<file path="config.mk">
export PLATFORM = sky130hd
export DESIGN_NAME = hsv_to_rgb_converter
export DESIGN_NICKNAME = d
export VERILOG_FILES = /design/src/hdl/hsv2rgb_pkg.sv /design/src/hdl/hsv_to_rgb_converter.sv
export SDC_FILE = /design/constraint.sdc
export NUM_CORES = 1
export LEC_CHECK = 0
export BUFFER_PORTS_ARGS = -buffer_cell sky130_fd_sc_hd__buf_2
export CAP_MARGIN = 20
export CORE_ASPECT_RATIO = 1.75
export CORE_UTILIZATION = 35
export CTS_BUF_LIST = sky130_fd_sc_hd__clkbuf_4
export DETAILED_ROUTE_END_ITERATION = 8
export SYNTH_ARGS = -nofsm -noshare
export SYNTH_HDL_FRONTEND = slang
export SYNTH_SLANG_ARGS = --single-unit
</file>
<file path="constraint.sdc">
create_clock -name clk -period 7.3 [get_ports clk]
set_input_delay 1.825 -clock clk [delete_from_list [all_inputs] [get_ports clk]]
set_output_delay 1.825 -clock clk [all_outputs]
set_load 0.05 [all_outputs]
</file>
<file path="src/hdl/hsv2rgb_pkg.sv">
package hsv2rgb_pkg;

	// Configuration register indexes.
	typedef enum logic [1:0] {
		REG_SATURATION = 2'd0,
		REG_BRIGHTNESS = 2'd1
	} cfg_reg_t;

	// Width of the configuration index port.
	localparam int unsigned CFG_INDEX_BITS = 2;

	// Whole degrees of hue need nine bits (below 512).
	localparam int unsigned DEG_BITS = 9;

	// One sector spans 60 degrees; 60 needs six bits.
	localparam int unsigned SECTOR_DEG      = 60;
	localparam int unsigned SECTOR_DEG_BITS = 6;
	localparam int unsigned NUM_SECTORS     = 6;

	// Sector number (0 to 8 for any nine-bit degree value).
	localparam int unsigned SECTOR_BITS = 4;
	typedef logic [SECTOR_BITS-1:0] sector_t;

	// Degrees divided by 60: (deg * 17) >> 10 is low by at most one.
	localparam int unsigned SEC_RECIP       = 17;
	localparam int unsigned SEC_RECIP_BITS  = 5;
	localparam int unsigned SEC_RECIP_SHIFT = 10;

	// Ramp divided by 15: (v * 69905) >> 20 is low by at most one.
	localparam int unsigned DIV15_SHIFT_IN  = 2;
	localparam int unsigned DIV15           = 15;
	localparam int unsigned DIV15_BITS      = 4;
	localparam int unsigned RECIP15         = 69905;
	localparam int unsigned RECIP15_BITS    = 17;
	localparam int unsigned RECIP15_SHIFT   = 20;

	// Configuration reset values before truncation to the channel width.
	localparam int unsigned SATURATION_RESET = 179;
	localparam int unsigned BRIGHTNESS_RESET = 255;

endpackage

</file>
<file path="src/hdl/hsv_to_rgb_converter.sv">
// HSV to RGB converter: one hue in, one RGB color out.
// Throughput is one hue per cycle; busy stays low, so start is never refused.
// Results are shown for one cycle and cannot be stalled by the receiver.
// Asynchronous active-low reset clears the stage valid bits and loads the default
// saturation and brightness.
module hsv_to_rgb_converter
	import hsv2rgb_pkg::*;
#(
	parameter int CHANNEL_BITS  = 8,
	parameter int HUE_FRAC_BITS = 6
) (
	input  logic                                  clk,
	input  logic                                  arst_n,
	input  logic                                  start,
	output logic                                  busy,
	input  logic [DEG_BITS+HUE_FRAC_BITS-1:0]     hue,
	output logic                                  done,
	output logic [CHANNEL_BITS-1:0]               red,
	output logic [CHANNEL_BITS-1:0]               green,
	output logic [CHANNEL_BITS-1:0]               blue,
	input  logic                                  cfg_valid,
	output logic                                  cfg_ready,
	input  logic [CFG_INDEX_BITS-1:0]             cfg_index,
	input  logic [CHANNEL_BITS-1:0]               cfg_data
);

	localparam int N   = CHANNEL_BITS;
	localparam int HW  = DEG_BITS + HUE_FRAC_BITS;
	localparam int SW  = SECTOR_DEG_BITS + HUE_FRAC_BITS;
	localparam int VW  = N + DIV15_BITS;
	localparam int SPW = DEG_BITS + SEC_RECIP_BITS;
	localparam int LATENCY = 6;

	localparam logic [N-1:0]  FS        = {N{1'b1}};
	localparam logic [SW-1:0] SECTOR_W  = SW'(SECTOR_DEG << HUE_FRAC_BITS);
	localparam logic [HW-1:0] LOW_MASK  = HW'((1 << HUE_FRAC_BITS) - 1);

	// Configuration registers.
	logic [N-1:0] saturation_q;
	logic [N-1:0] brightness_q;

	// Stage valid bits.
	logic v_s1, v_s2, v_s3, v_s4, v_s5, v_s6;

	// Stage payloads.
	logic [HW-1:0]           hue_s1;
	sector_t                 sec_est_s1;
	logic [2*N-1:0]          bs_s1;

	logic [N-1:0]            c_s2, m_s2;
	sector_t                 sec_s2;
	logic [SW-1:0]           rem_s2;

	logic [N-1:0]            c_s3, m_s3;
	sector_t                 sec_s3;
	logic [SW-1:0]           t_s3;

	logic [N-1:0]            c_s4, m_s4;
	sector_t                 sec_s4;
	logic [N+SW-1:0]         prod_s4;

	logic [N-1:0]            c_s5, m_s5;
	sector_t                 sec_s5;
	logic [VW-1:0]           v_val_s5;
	logic [N:0]              qe_s5;

	logic [N-1:0]            red_s6, green_s6, blue_s6;

	logic accept;

	// The pipeline never stalls, so a hue is taken every cycle.
	assign busy      = 1'b0;
	assign cfg_ready = 1'b1;
	assign accept    = start && !busy;

	// Configuration writes; unknown indexes are ignored.
	always_ff @(posedge clk or negedge arst_n) begin
		if (!arst_n) begin
			saturation_q <= N'(SATURATION_RESET);
			brightness_q <= N'(BRIGHTNESS_RESET);
		end else if (cfg_valid && cfg_ready) begin
			unique case (cfg_index)
				REG_SATURATION: saturation_q <= cfg_data;
				REG_BRIGHTNESS: brightness_q <= cfg_data;
				default: ;
			endcase
		end
	end

	// Valid bits travel with the data.
	always_ff @(posedge clk or negedge arst_n) begin
		if (!arst_n) begin
			v_s1 <= 1'b0;
			v_s2 <= 1'b0;
			v_s3 <= 1'b0;
			v_s4 <= 1'b0;
			v_s5 <= 1'b0;
			v_s6 <= 1'b0;
		end else begin
			v_s1 <= accept;
			v_s2 <= v_s1;
			v_s3 <= v_s2;
			v_s4 <= v_s3;
			v_s5 <= v_s4;
			v_s6 <= v_s5;
		end
	end

	// Stage 1: value times saturation, and a sector estimate from whole degrees.
	logic [DEG_BITS-1:0] deg_in;
	logic [SPW-1:0]      sec_prod;

	assign deg_in   = hue[HW-1 -: DEG_BITS];
	assign sec_prod = SPW'(deg_in) * SPW'(SEC_RECIP);

	always_ff @(posedge clk) begin
		hue_s1     <= hue;
		sec_est_s1 <= SECTOR_BITS'(sec_prod >> SEC_RECIP_SHIFT);
		bs_s1      <= (2*N)'(brightness_q) * (2*N)'(saturation_q);
	end

	// Stage 2: chroma by division by full scale, sector and remainder in it.
	logic [2*N-1:0]      bs_sum;
	logic [N:0]          c_est;
	logic [2*N:0]        c_est_fs;
	logic [2*N:0]        c_rem;
	logic [N-1:0]        chroma;
	logic [DEG_BITS-1:0] deg_s1;
	logic [DEG_BITS-1:0] sec_deg;
	logic [DEG_BITS-1:0] deg_rem;
	logic                sec_up;
	logic [DEG_BITS-1:0] deg_rem_c;
	logic [HW-1:0]       rem_full;

	always_comb begin
		// Estimate is never high and at most one low; one compare fixes it.
		bs_sum   = bs_s1 + (bs_s1 >> N);
		c_est    = (N+1)'(bs_sum >> N);
		c_est_fs = {c_est, {N{1'b0}}} - (2*N+1)'(c_est);
		c_rem    = (2*N+1)'(bs_s1) - c_est_fs;
		chroma   = (c_rem >= (2*N+1)'(FS)) ? N'(c_est + 1'b1) : N'(c_est);

		// Whole degrees minus sector start; one step corrects the estimate.
		deg_s1    = hue_s1[HW-1 -: DEG_BITS];
		sec_deg   = DEG_BITS'(sec_est_s1) * DEG_BITS'(SECTOR_DEG);
		deg_rem   = deg_s1 - sec_deg;
		sec_up    = (deg_rem >= DEG_BITS'(SECTOR_DEG));
		deg_rem_c = sec_up ? (deg_rem - DEG_BITS'(SECTOR_DEG)) : deg_rem;
		rem_full  = (HW'(deg_rem_c) << HUE_FRAC_BITS) | (hue_s1 & LOW_MASK);
	end

	always_ff @(posedge clk) begin
		c_s2   <= chroma;
		m_s2   <= brightness_q - chroma;
		sec_s2 <= sec_up ? sector_t'(sec_est_s1 + 1'b1) : sec_est_s1;
		rem_s2 <= SW'(rem_full);
	end

	// Stage 3: rising ramp in even sectors, falling ramp in odd ones.
	always_ff @(posedge clk) begin
		c_s3   <= c_s2;
		m_s3   <= m_s2;
		sec_s3 <= sec_s2;
		t_s3   <= sec_s2[0] ? (SECTOR_W - rem_s2) : rem_s2;
	end

	// Stage 4: chroma times ramp position.
	always_ff @(posedge clk) begin
		c_s4    <= c_s3;
		m_s4    <= m_s3;
		sec_s4  <= sec_s3;
		prod_s4 <= (N+SW)'(c_s3) * (N+SW)'(t_s3);
	end

	// Stage 5: divide by the sector width as a shift by 4 << frac, then by 15
	// through a reciprocal multiply.
	logic [VW-1:0]              v_val;
	logic [VW+RECIP15_BITS-1:0] v_recip;

	assign v_val   = VW'(prod_s4 >> (HUE_FRAC_BITS + DIV15_SHIFT_IN));
	assign v_recip = (VW+RECIP15_BITS)'(v_val) * (VW+RECIP15_BITS)'(RECIP15);

	always_ff @(posedge clk) begin
		c_s5     <= c_s4;
		m_s5     <= m_s4;
		sec_s5   <= sec_s4;
		v_val_s5 <= v_val;
		qe_s5    <= (N+1)'(v_recip >> RECIP15_SHIFT);
	end

	// Stage 6: correct the quotient, place channels by sector, add the floor.
	logic [VW-1:0] qe_15;
	logic [VW-1:0] q_rem;
	logic [N-1:0]  x_val;
	logic [N-1:0]  r_c, g_c, b_c;

	always_comb begin
		qe_15 = (VW'(qe_s5) << DIV15_BITS) - VW'(qe_s5);
		q_rem = v_val_s5 - qe_15;
		x_val = (q_rem >= VW'(DIV15)) ? N'(qe_s5 + 1'b1) : N'(qe_s5);

		r_c = '0;
		g_c = '0;
		b_c = '0;
		case (sec_s5)
			4'd0: begin
				r_c = c_s5;
				g_c = x_val;
			end
			4'd1: begin
				r_c = x_val;
				g_c = c_s5;
			end
			4'd2: begin
				g_c = c_s5;
				b_c = x_val;
			end
			4'd3: begin
				g_c = x_val;
				b_c = c_s5;
			end
			4'd4: begin
				r_c = x_val;
				b_c = c_s5;
			end
			4'd5: begin
				r_c = c_s5;
				b_c = x_val;
			end
			// Hue at or past a full turn gives grey.
			default: ;
		endcase
	end

	always_ff @(posedge clk) begin
		red_s6   <= r_c + m_s5;
		green_s6 <= g_c + m_s5;
		blue_s6  <= b_c + m_s5;
	end

	assign done  = v_s6;
	assign red   = red_s6;
	assign green = green_s6;
	assign blue  = blue_s6;

	// Every done strobe comes from a hue taken exactly the latency earlier.
	assert property (@(posedge clk) disable iff (!arst_n)
		done |-> $past(v_s1, LATENCY - 1))
		else $error("done without a matching accepted hue");

	// Corrected chroma never exceeds the value.
	assert property (@(posedge clk) disable iff (!arst_n)
		v_s2 |-> (c_s2 <= brightness_q))
		else $error("chroma above brightness");

	// Remainder stays inside one sector.
	assert property (@(posedge clk) disable iff (!arst_n)
		v_s2 |-> (rem_s2 < SECTOR_W))
		else $error("sector remainder out of range");

	// No channel goes past the value.
	assert property (@(posedge clk) disable iff (!arst_n)
		done |-> (red <= brightness_q && green <= brightness_q && blue <= brightness_q))
		else $error("channel above brightness");

	// Inside the circle one channel carries the full value.
	assert property (@(posedge clk) disable iff (!arst_n)
		(done && ($past(sec_s5) < SECTOR_BITS'(NUM_SECTORS))) |->
		(red == brightness_q || green == brightness_q || blue == brightness_q))
		else $error("no channel at full value");

endmodule

</file>
# [Word-level counts from Yosys, hierarchy flattened]
# Cells that the tools add are included.
[classes] n_eq_ne=6 n_mul=5 addsub=15 reduce_logical=10 muxes=8 n_bitwise=1 order_cmp=3
[ops] operator="case mux 8 bit (2 select lines)" n=3
[ops] operator="multiplier 12 x 17 -> 29 bit, second input constant" n=1
[ops] operator="adder 8 bit" n=3
[ops] operator="multiplier 8 x 12 -> 20 bit" n=1
[ops] operator="greater-or-equal comparator 17 x 8 -> 1 bit, second input constant" n=1
[ops] operator="subtractor 16 x 17 -> 17 bit" n=1
[ops] operator="subtractor 16 x 8 -> 17 bit" n=1
[ops] operator="adder 16 x 8 -> 16 bit" n=1
[ops] operator="adder 8 x 1 -> 8 bit, second input constant" n=2
[ops] operator="multiplier 8 x 8 -> 16 bit" n=1
[ops] operator="two-way mux 8 bit" n=2
[ops] operator="multiplier 9 x 5 -> 14 bit, second input constant" n=1
[ops] operator="greater-or-equal comparator 12 x 4 -> 1 bit, second input constant" n=1
[ops] operator="two-way mux 12 bit" n=1
[ops] operator="bitwise OR 12 x 6 -> 12 bit" n=1
[ops] operator="OR reduction 2 bit" n=6
[ops] operator="subtractor 12 bit" n=1
[ops] operator="subtractor 12 bit, first input constant" n=1
[ops] operator="subtractor 12 x 9 -> 12 bit" n=1
[ops] operator="greater-or-equal comparator 9 x 6 -> 1 bit, second input constant" n=1
[ops] operator="subtractor 9 bit" n=1
[ops] operator="equality test 4 x 2 -> 1 bit, second input constant" n=2
[ops] operator="equality test 4 x 3 -> 1 bit, second input constant" n=2
[ops] operator="subtractor 8 bit" n=1
[ops] operator="other kinds (10)" n=11
[totals] register_bits=226 output_inout_bits=27

# [Longest topological paths before layout]
[logic_depth] ltp_word=6 ltp_mapped=34

# [Least setup slack after synthesis]
# OpenSTA, ideal clock, no wires.
[synth_path] kind="register to register" startpoint="register bs_s1[9]" endpoint="register m_s2[7]" t_arrival_ns=7.212 slack_ns=-0.028 stages_incl_launch_ff=34 n_path_buf=1 setup_time_ns=0.116 period_less_slack_ns=7.328 path_cell_list="dfxtp_1 > ha_1 > a31o_2 > a21o_1 > a21o_1 > a21o_1 > a21oi_1 > nor2b_1 > o21ai_0 > nand2b_1 > and3_1 > and2_1 > and3_1 > and3_1 > ha_1 > inv_1 > ha_1 > inv_1 > ha_1 > buf_4 > a21oi_2 > nand2b_2 > or3_1 > a31oi_1 > o31ai_4 > nor4_2 > mux2i_1 > ha_1 > a21o_1 > maj3_2 > maj3_2 > maj3_2 > o41a_1 > and3_1"
[synth_between] elab_chain_len=6
[synth_lines] element="from (decl)" line="hsv_to_rgb_converter.sv:48" source="logic [2*N-1:0] bs_s1;"
[synth_lines] element="from (signal assigned)" line="hsv_to_rgb_converter.sv:119" source="bs_s1 <= (2*N)'(brightness_q) * (2*N)'(saturation_q);"
[synth_lines] element="adder 16 x 8 -> 16 bit" line="hsv_to_rgb_converter.sv:137" source="bs_sum = bs_s1 + (bs_s1 >> N);"
[synth_lines] element="subtractor 16 x 8 -> 17 bit" line="hsv_to_rgb_converter.sv:139" source="c_est_fs = {c_est, {N{1'b0}}} - (2*N+1)'(c_est);"
[synth_lines] element="subtractor 16 x 17 -> 17 bit" line="hsv_to_rgb_converter.sv:140" source="c_rem = (2*N+1)'(bs_s1) - c_est_fs;"
[synth_lines] element="greater-or-equal comparator 17 x 8 -> 1 bit" line="hsv_to_rgb_converter.sv:141" source="chroma = (c_rem >= (2*N+1)'(FS)) ? N'(c_est + 1'b1) : N'(c_est);"
[synth_lines] element="two-way mux 8 bit *" line="hsv_to_rgb_converter.sv:141"
[synth_lines] element="subtractor 8 bit *" line="hsv_to_rgb_converter.sv:154" source="m_s2 <= brightness_q - chroma;"
[synth_lines] element="to (signal assigned)" line="hsv_to_rgb_converter.sv:154"
[synth_lines] element="to (decl)" line="hsv_to_rgb_converter.sv:50" source="logic [N-1:0] c_s2, m_s2;"
# Mark *: on every way between the ends. The rest lies on a longest branch, timed or not.
# A chain may end at the register's enable or synchronous reset.

# [Final worst setup path]
[layout_path] startpoint="register bs_s1[1]" endpoint="register m_s2[7]"
[layout_between] elab_chain_len=6
[layout_lines] element="adder 16 x 8 -> 16 bit" line="hsv_to_rgb_converter.sv:137"
[layout_lines] element="subtractor 16 x 8 -> 17 bit" line="hsv_to_rgb_converter.sv:139"
[layout_lines] element="subtractor 16 x 17 -> 17 bit" line="hsv_to_rgb_converter.sv:140"
[layout_lines] element="greater-or-equal comparator 17 x 8 -> 1 bit" line="hsv_to_rgb_converter.sv:141"
[layout_lines] element="two-way mux 8 bit *" line="hsv_to_rgb_converter.sv:141"
[layout_lines] element="named net chroma[0]" line="hsv_to_rgb_converter.sv:127" source="logic [N-1:0] chroma;"
[layout_lines] element="subtractor 8 bit *" line="hsv_to_rgb_converter.sv:154"
# The timed path passes the listed nets; every way through them passes the cells marked *.

==> impl_metrics.py <==
metrics = {
    "sta": {
        "period_needed_ns": 7.36,
        "period_share_pct": 101,
        "rsz0062_at_grt": "true",
        "slew_headroom_pct": 36.3,
        "whs_ns": 0.308,
        "finalSetupViolations": 2,
        "tightest_slew_ns": 0.949,
        "clock_skew_ns": 0.0548,
        "max_freq_mhz": 136,
        "fin_ws_ns": -0.0562,
        "hold_violations": 0,
        "final-max-slew-violation-count": 0,
    },
    "global_route": {
        "gr-usage-met3_pct": 2.13,
        "grt_util_met1_pct": 13.5,
        "grt_max_degree": 23,
        "antenna_found_initial": 2,
        "grt.total_usage_pct": 15.1,
        "grt_pass1_wl_mm": 54.7,
        "gr-total-overflow": 0,
        "gr-usage-met2_pct": 31.3,
        "top_usage_layer": "met2",
        "grt_pass1_vias": 11900,
    },
    "layout": {
        "nets": 2062,
        "finalInstanceArea_um2": 17300,
        "nFillCells": 4325,
        "areaGrowthSynthToFinish_pct": 12.2,
        "finish.utilization_pct": 39.8,
        "regArea_um2": 4490,
        "drive_gt1_share_pct": 14.1,
        "multiInputGateArea_um2": 9910,
    },
    "cts": {
        "clk_pin_slew_ns": 0.08,
        "clock_sinks": 218,
        "clock_latency_ns": 0.71,
        "h-tree-depth": 2,
        "cts_tree": "yes",
        "cts.path.max_buffers": 3,
        "cts_buffers": 56,
        "root_buffer": "clkbuf_4",
        "hold_buffers": 0,
    },
    "setup_path": {
        "path_buf_inv": 6,
        "cp_max_fo": 7,
        "cp.depth": 36,
        "crit_path_top_delay_cell": "a221o_2",
        "r2r_setup_slack_ns": -0.06,
        "crit_top_cell": "a21o_1",
        "endpoint_kind": "register",
        "path_class": "reg2reg",
        "critPathRequiredTime_ns": 7.87,
        "critPathMaxStageDelay_ns": 0.41,
        "timing.rr.start": "bs_s1[1]",
        "cp_data_arrival_time_ns": 7.92,
        "cpLargestDelayFamily": "compound AO/OA/AOI/OAI gates",
        "reg2reg_depth": 36,
        "timing.rr.end": "m_s2[7]",
        "critPathLaunchType": "register",
    },
    "yosys": {
        "ys_types": 82,
        "syn_area_um2": 15400,
        "ys_ff_latch": 218,
        "ys.flop_type": "dfxtp_1",
        "ys_seq_area_share_pct": 29.2,
        "syn_avg_cell_area_um2": 9.72,
        "synthCells": 1582,
        "synthArstFlopShare_pct": 10.1,
        "syn-num-nets": 1946,
        "synth-edff-count": 0,
        "yosysWarnings": 0,
    },
    "die": {
        "fp.dieArea_um2": 44800,
        "num_io_pins": 56,
        "num_rows": 101,
        "die_h_um": 279,
        "die_w_um": 160,
        "core_area_um2": 43300,
        "floorplan.initialDensity_pct": 35.5,
    },
    "worst_hold_path": {
        "hp-start": "m_s2[1]",
        "hold_path_end": "m_s3[1]",
        "worstHoldPathType": "reg2reg",
        "hold_depth": 0,
    },
    "route": {
        "wire_per_inst_um": 14.2,
        "drt-total-wl_mm": 32.6,
        "first_pass_iters": 4,
        "drtIter0Drc": 245,
        "vias": 11000,
        "drc": 0,
        "routed_via_density": 4.76,
        "drtAntennaViolNets": 0,
    },
    "placement": {
        "pre_cts_ws_ns": -0.178,
        "portBuffers": 53,
        "detailed_place_hpwl_mm": 27.2,
        "placed_area_um2": 16500,
        "gp_congestion": 0.898,
    },
    "job": {
        "maxCapViolCount": 0,
    },
    "status": {
        "status": "finished with violations",
        "violations": "setup timing",
    },
}
-- layout make-up --
| cell class | count | share of cell area, % |
|---|---|---|
| diodes | 1 | 0.0145 |
| repair buffers | 87 | 3.00 |
| flip-flops and latches | 218 | 26.0 |
| well taps | 566 | 4.10 |
| multi-input cells | 1075 | 57.4 |
| clock inverters | 19 | 0.478 |
| clock buffers | 77 | 3.35 |
| inverters | 260 | 5.65 |
-- through the flow --
stage	cells	setup TNS (ns)
2_1_floorplan	1582	0
3_3_place_gp	2200	-0.117
3_5_place_dp	2201	-0.322
4_1_cts	2297	0
5_1_grt	2303	-0.656
6_report	2303	-0.0972
-- synth_stat cells, drive strengths merged (7+ instances only) --
master | count | area (um^2)
a21boi | 8 | 60.1
a21o | 25 | 189
a21oi | 61 | 317
and2 | 82 | 515
and3 | 10 | 63.8
clkbuf | 25 | 104
dfrtp | 9 | 225
dfstp | 13 | 342
dfxtp | 196 | 3920
fa | 117 | 2340
ha | 218 | 2730
inv | 260 | 976
maj3 | 7 | 78.8
mux2 | 17 | 191
nand2 | 145 | 544
nand2b | 18 | 118
nand3 | 11 | 55.1
nor2 | 43 | 164
nor2b | 11 | 68.8
nor3 | 14 | 70.1
o21a | 8 | 60.1
o21ai | 59 | 295
o21bai | 15 | 113
xnor2 | 98 | 858
xor2 | 29 | 254
-- flip-flops by register name, indices dropped and copies added, names as in the netlist, 8 cells and up --
signal and count:
qe_s5 9, brightness_q 8, m_s4 8, v_val_s5 12, c_s4 8, m_s2 8, c_s2 8, prod_s4 12
m_s3 8, green 8, hue_s1 15, rem_s2 12, t_s3 12, m_s5 8, c_s3 8, c_s5 8
red 8, blue 8, saturation_q 8, bs_s1 16
-- how the worst max path moves through the flow --
| stage | start | end | slack, ns |
|---|---|---|---|
| finish | bs_s1[1] | m_s2[7] | -0.06 |
| global placement | bs_s1[1] | m_s2[7] | -0.06 |
| CTS | bs_s1[1] | m_s2[7] | 0.01 |
| detailed placement | bs_s1[1] | m_s2[7] | -0.18 |
| global route | bs_s1[1] | m_s2[7] | -0.32 |
| floorplan | bs_s1[9] | m_s2[7] | 0.1 |
-- cell usage in the layout (no fill, tap or decap), drive strengths merged, types with 16 or more instances in the layout --
cell type / n
clkinv: 16
nand2b: 18
xnor2: 98
nand2: 145
a21oi: 61
and2: 82
inv: 262
fa: 117
xor2: 29
a21o: 25
mux2: 17
buf: 87
dfxtp: 196
nor2: 43
ha: 218
clkbuf: 77
o21ai: 59
-- logic make-up (layout without fill, tap and decap cells) --
kind of cell / after synthesis / count (layout) / synth area share, %
and+or+nand+nor: 362 / 362 / 11.9
adders and majority gates: 342 / 342 / 33.5
buffers and inverters: 289 / 443 / 7.20
AOI/OAI and AO/OA: 224 / 224 / 9.70
DFF: 218 / 218 / 29.2
xor gates and xnor gates: 127 / 127 / 7.23
muxes: 18 / 18 / 1.31
other: 2 / 3 / 0.0488
-- metal layers --
layer,vias up,wire [um]
met5,-,19
met4,2,1560
met3,101,843
met2,192,19100
met1,5285,11100
li1,5376,-
-- timing repair --
| action | 4_1_cts | 5_1_grt |
|---|---|---|
| setup buffers | 0 | 5 |
| resized for setup | 10 | 9 |
| pin swaps | 7 | 9 |
| endpoints found under the setup margin | 2 | 3 |
Power is left out: the tool's default activity adds up to more than one toggle a clock period on the data nets, which glitch-free logic cannot reach.
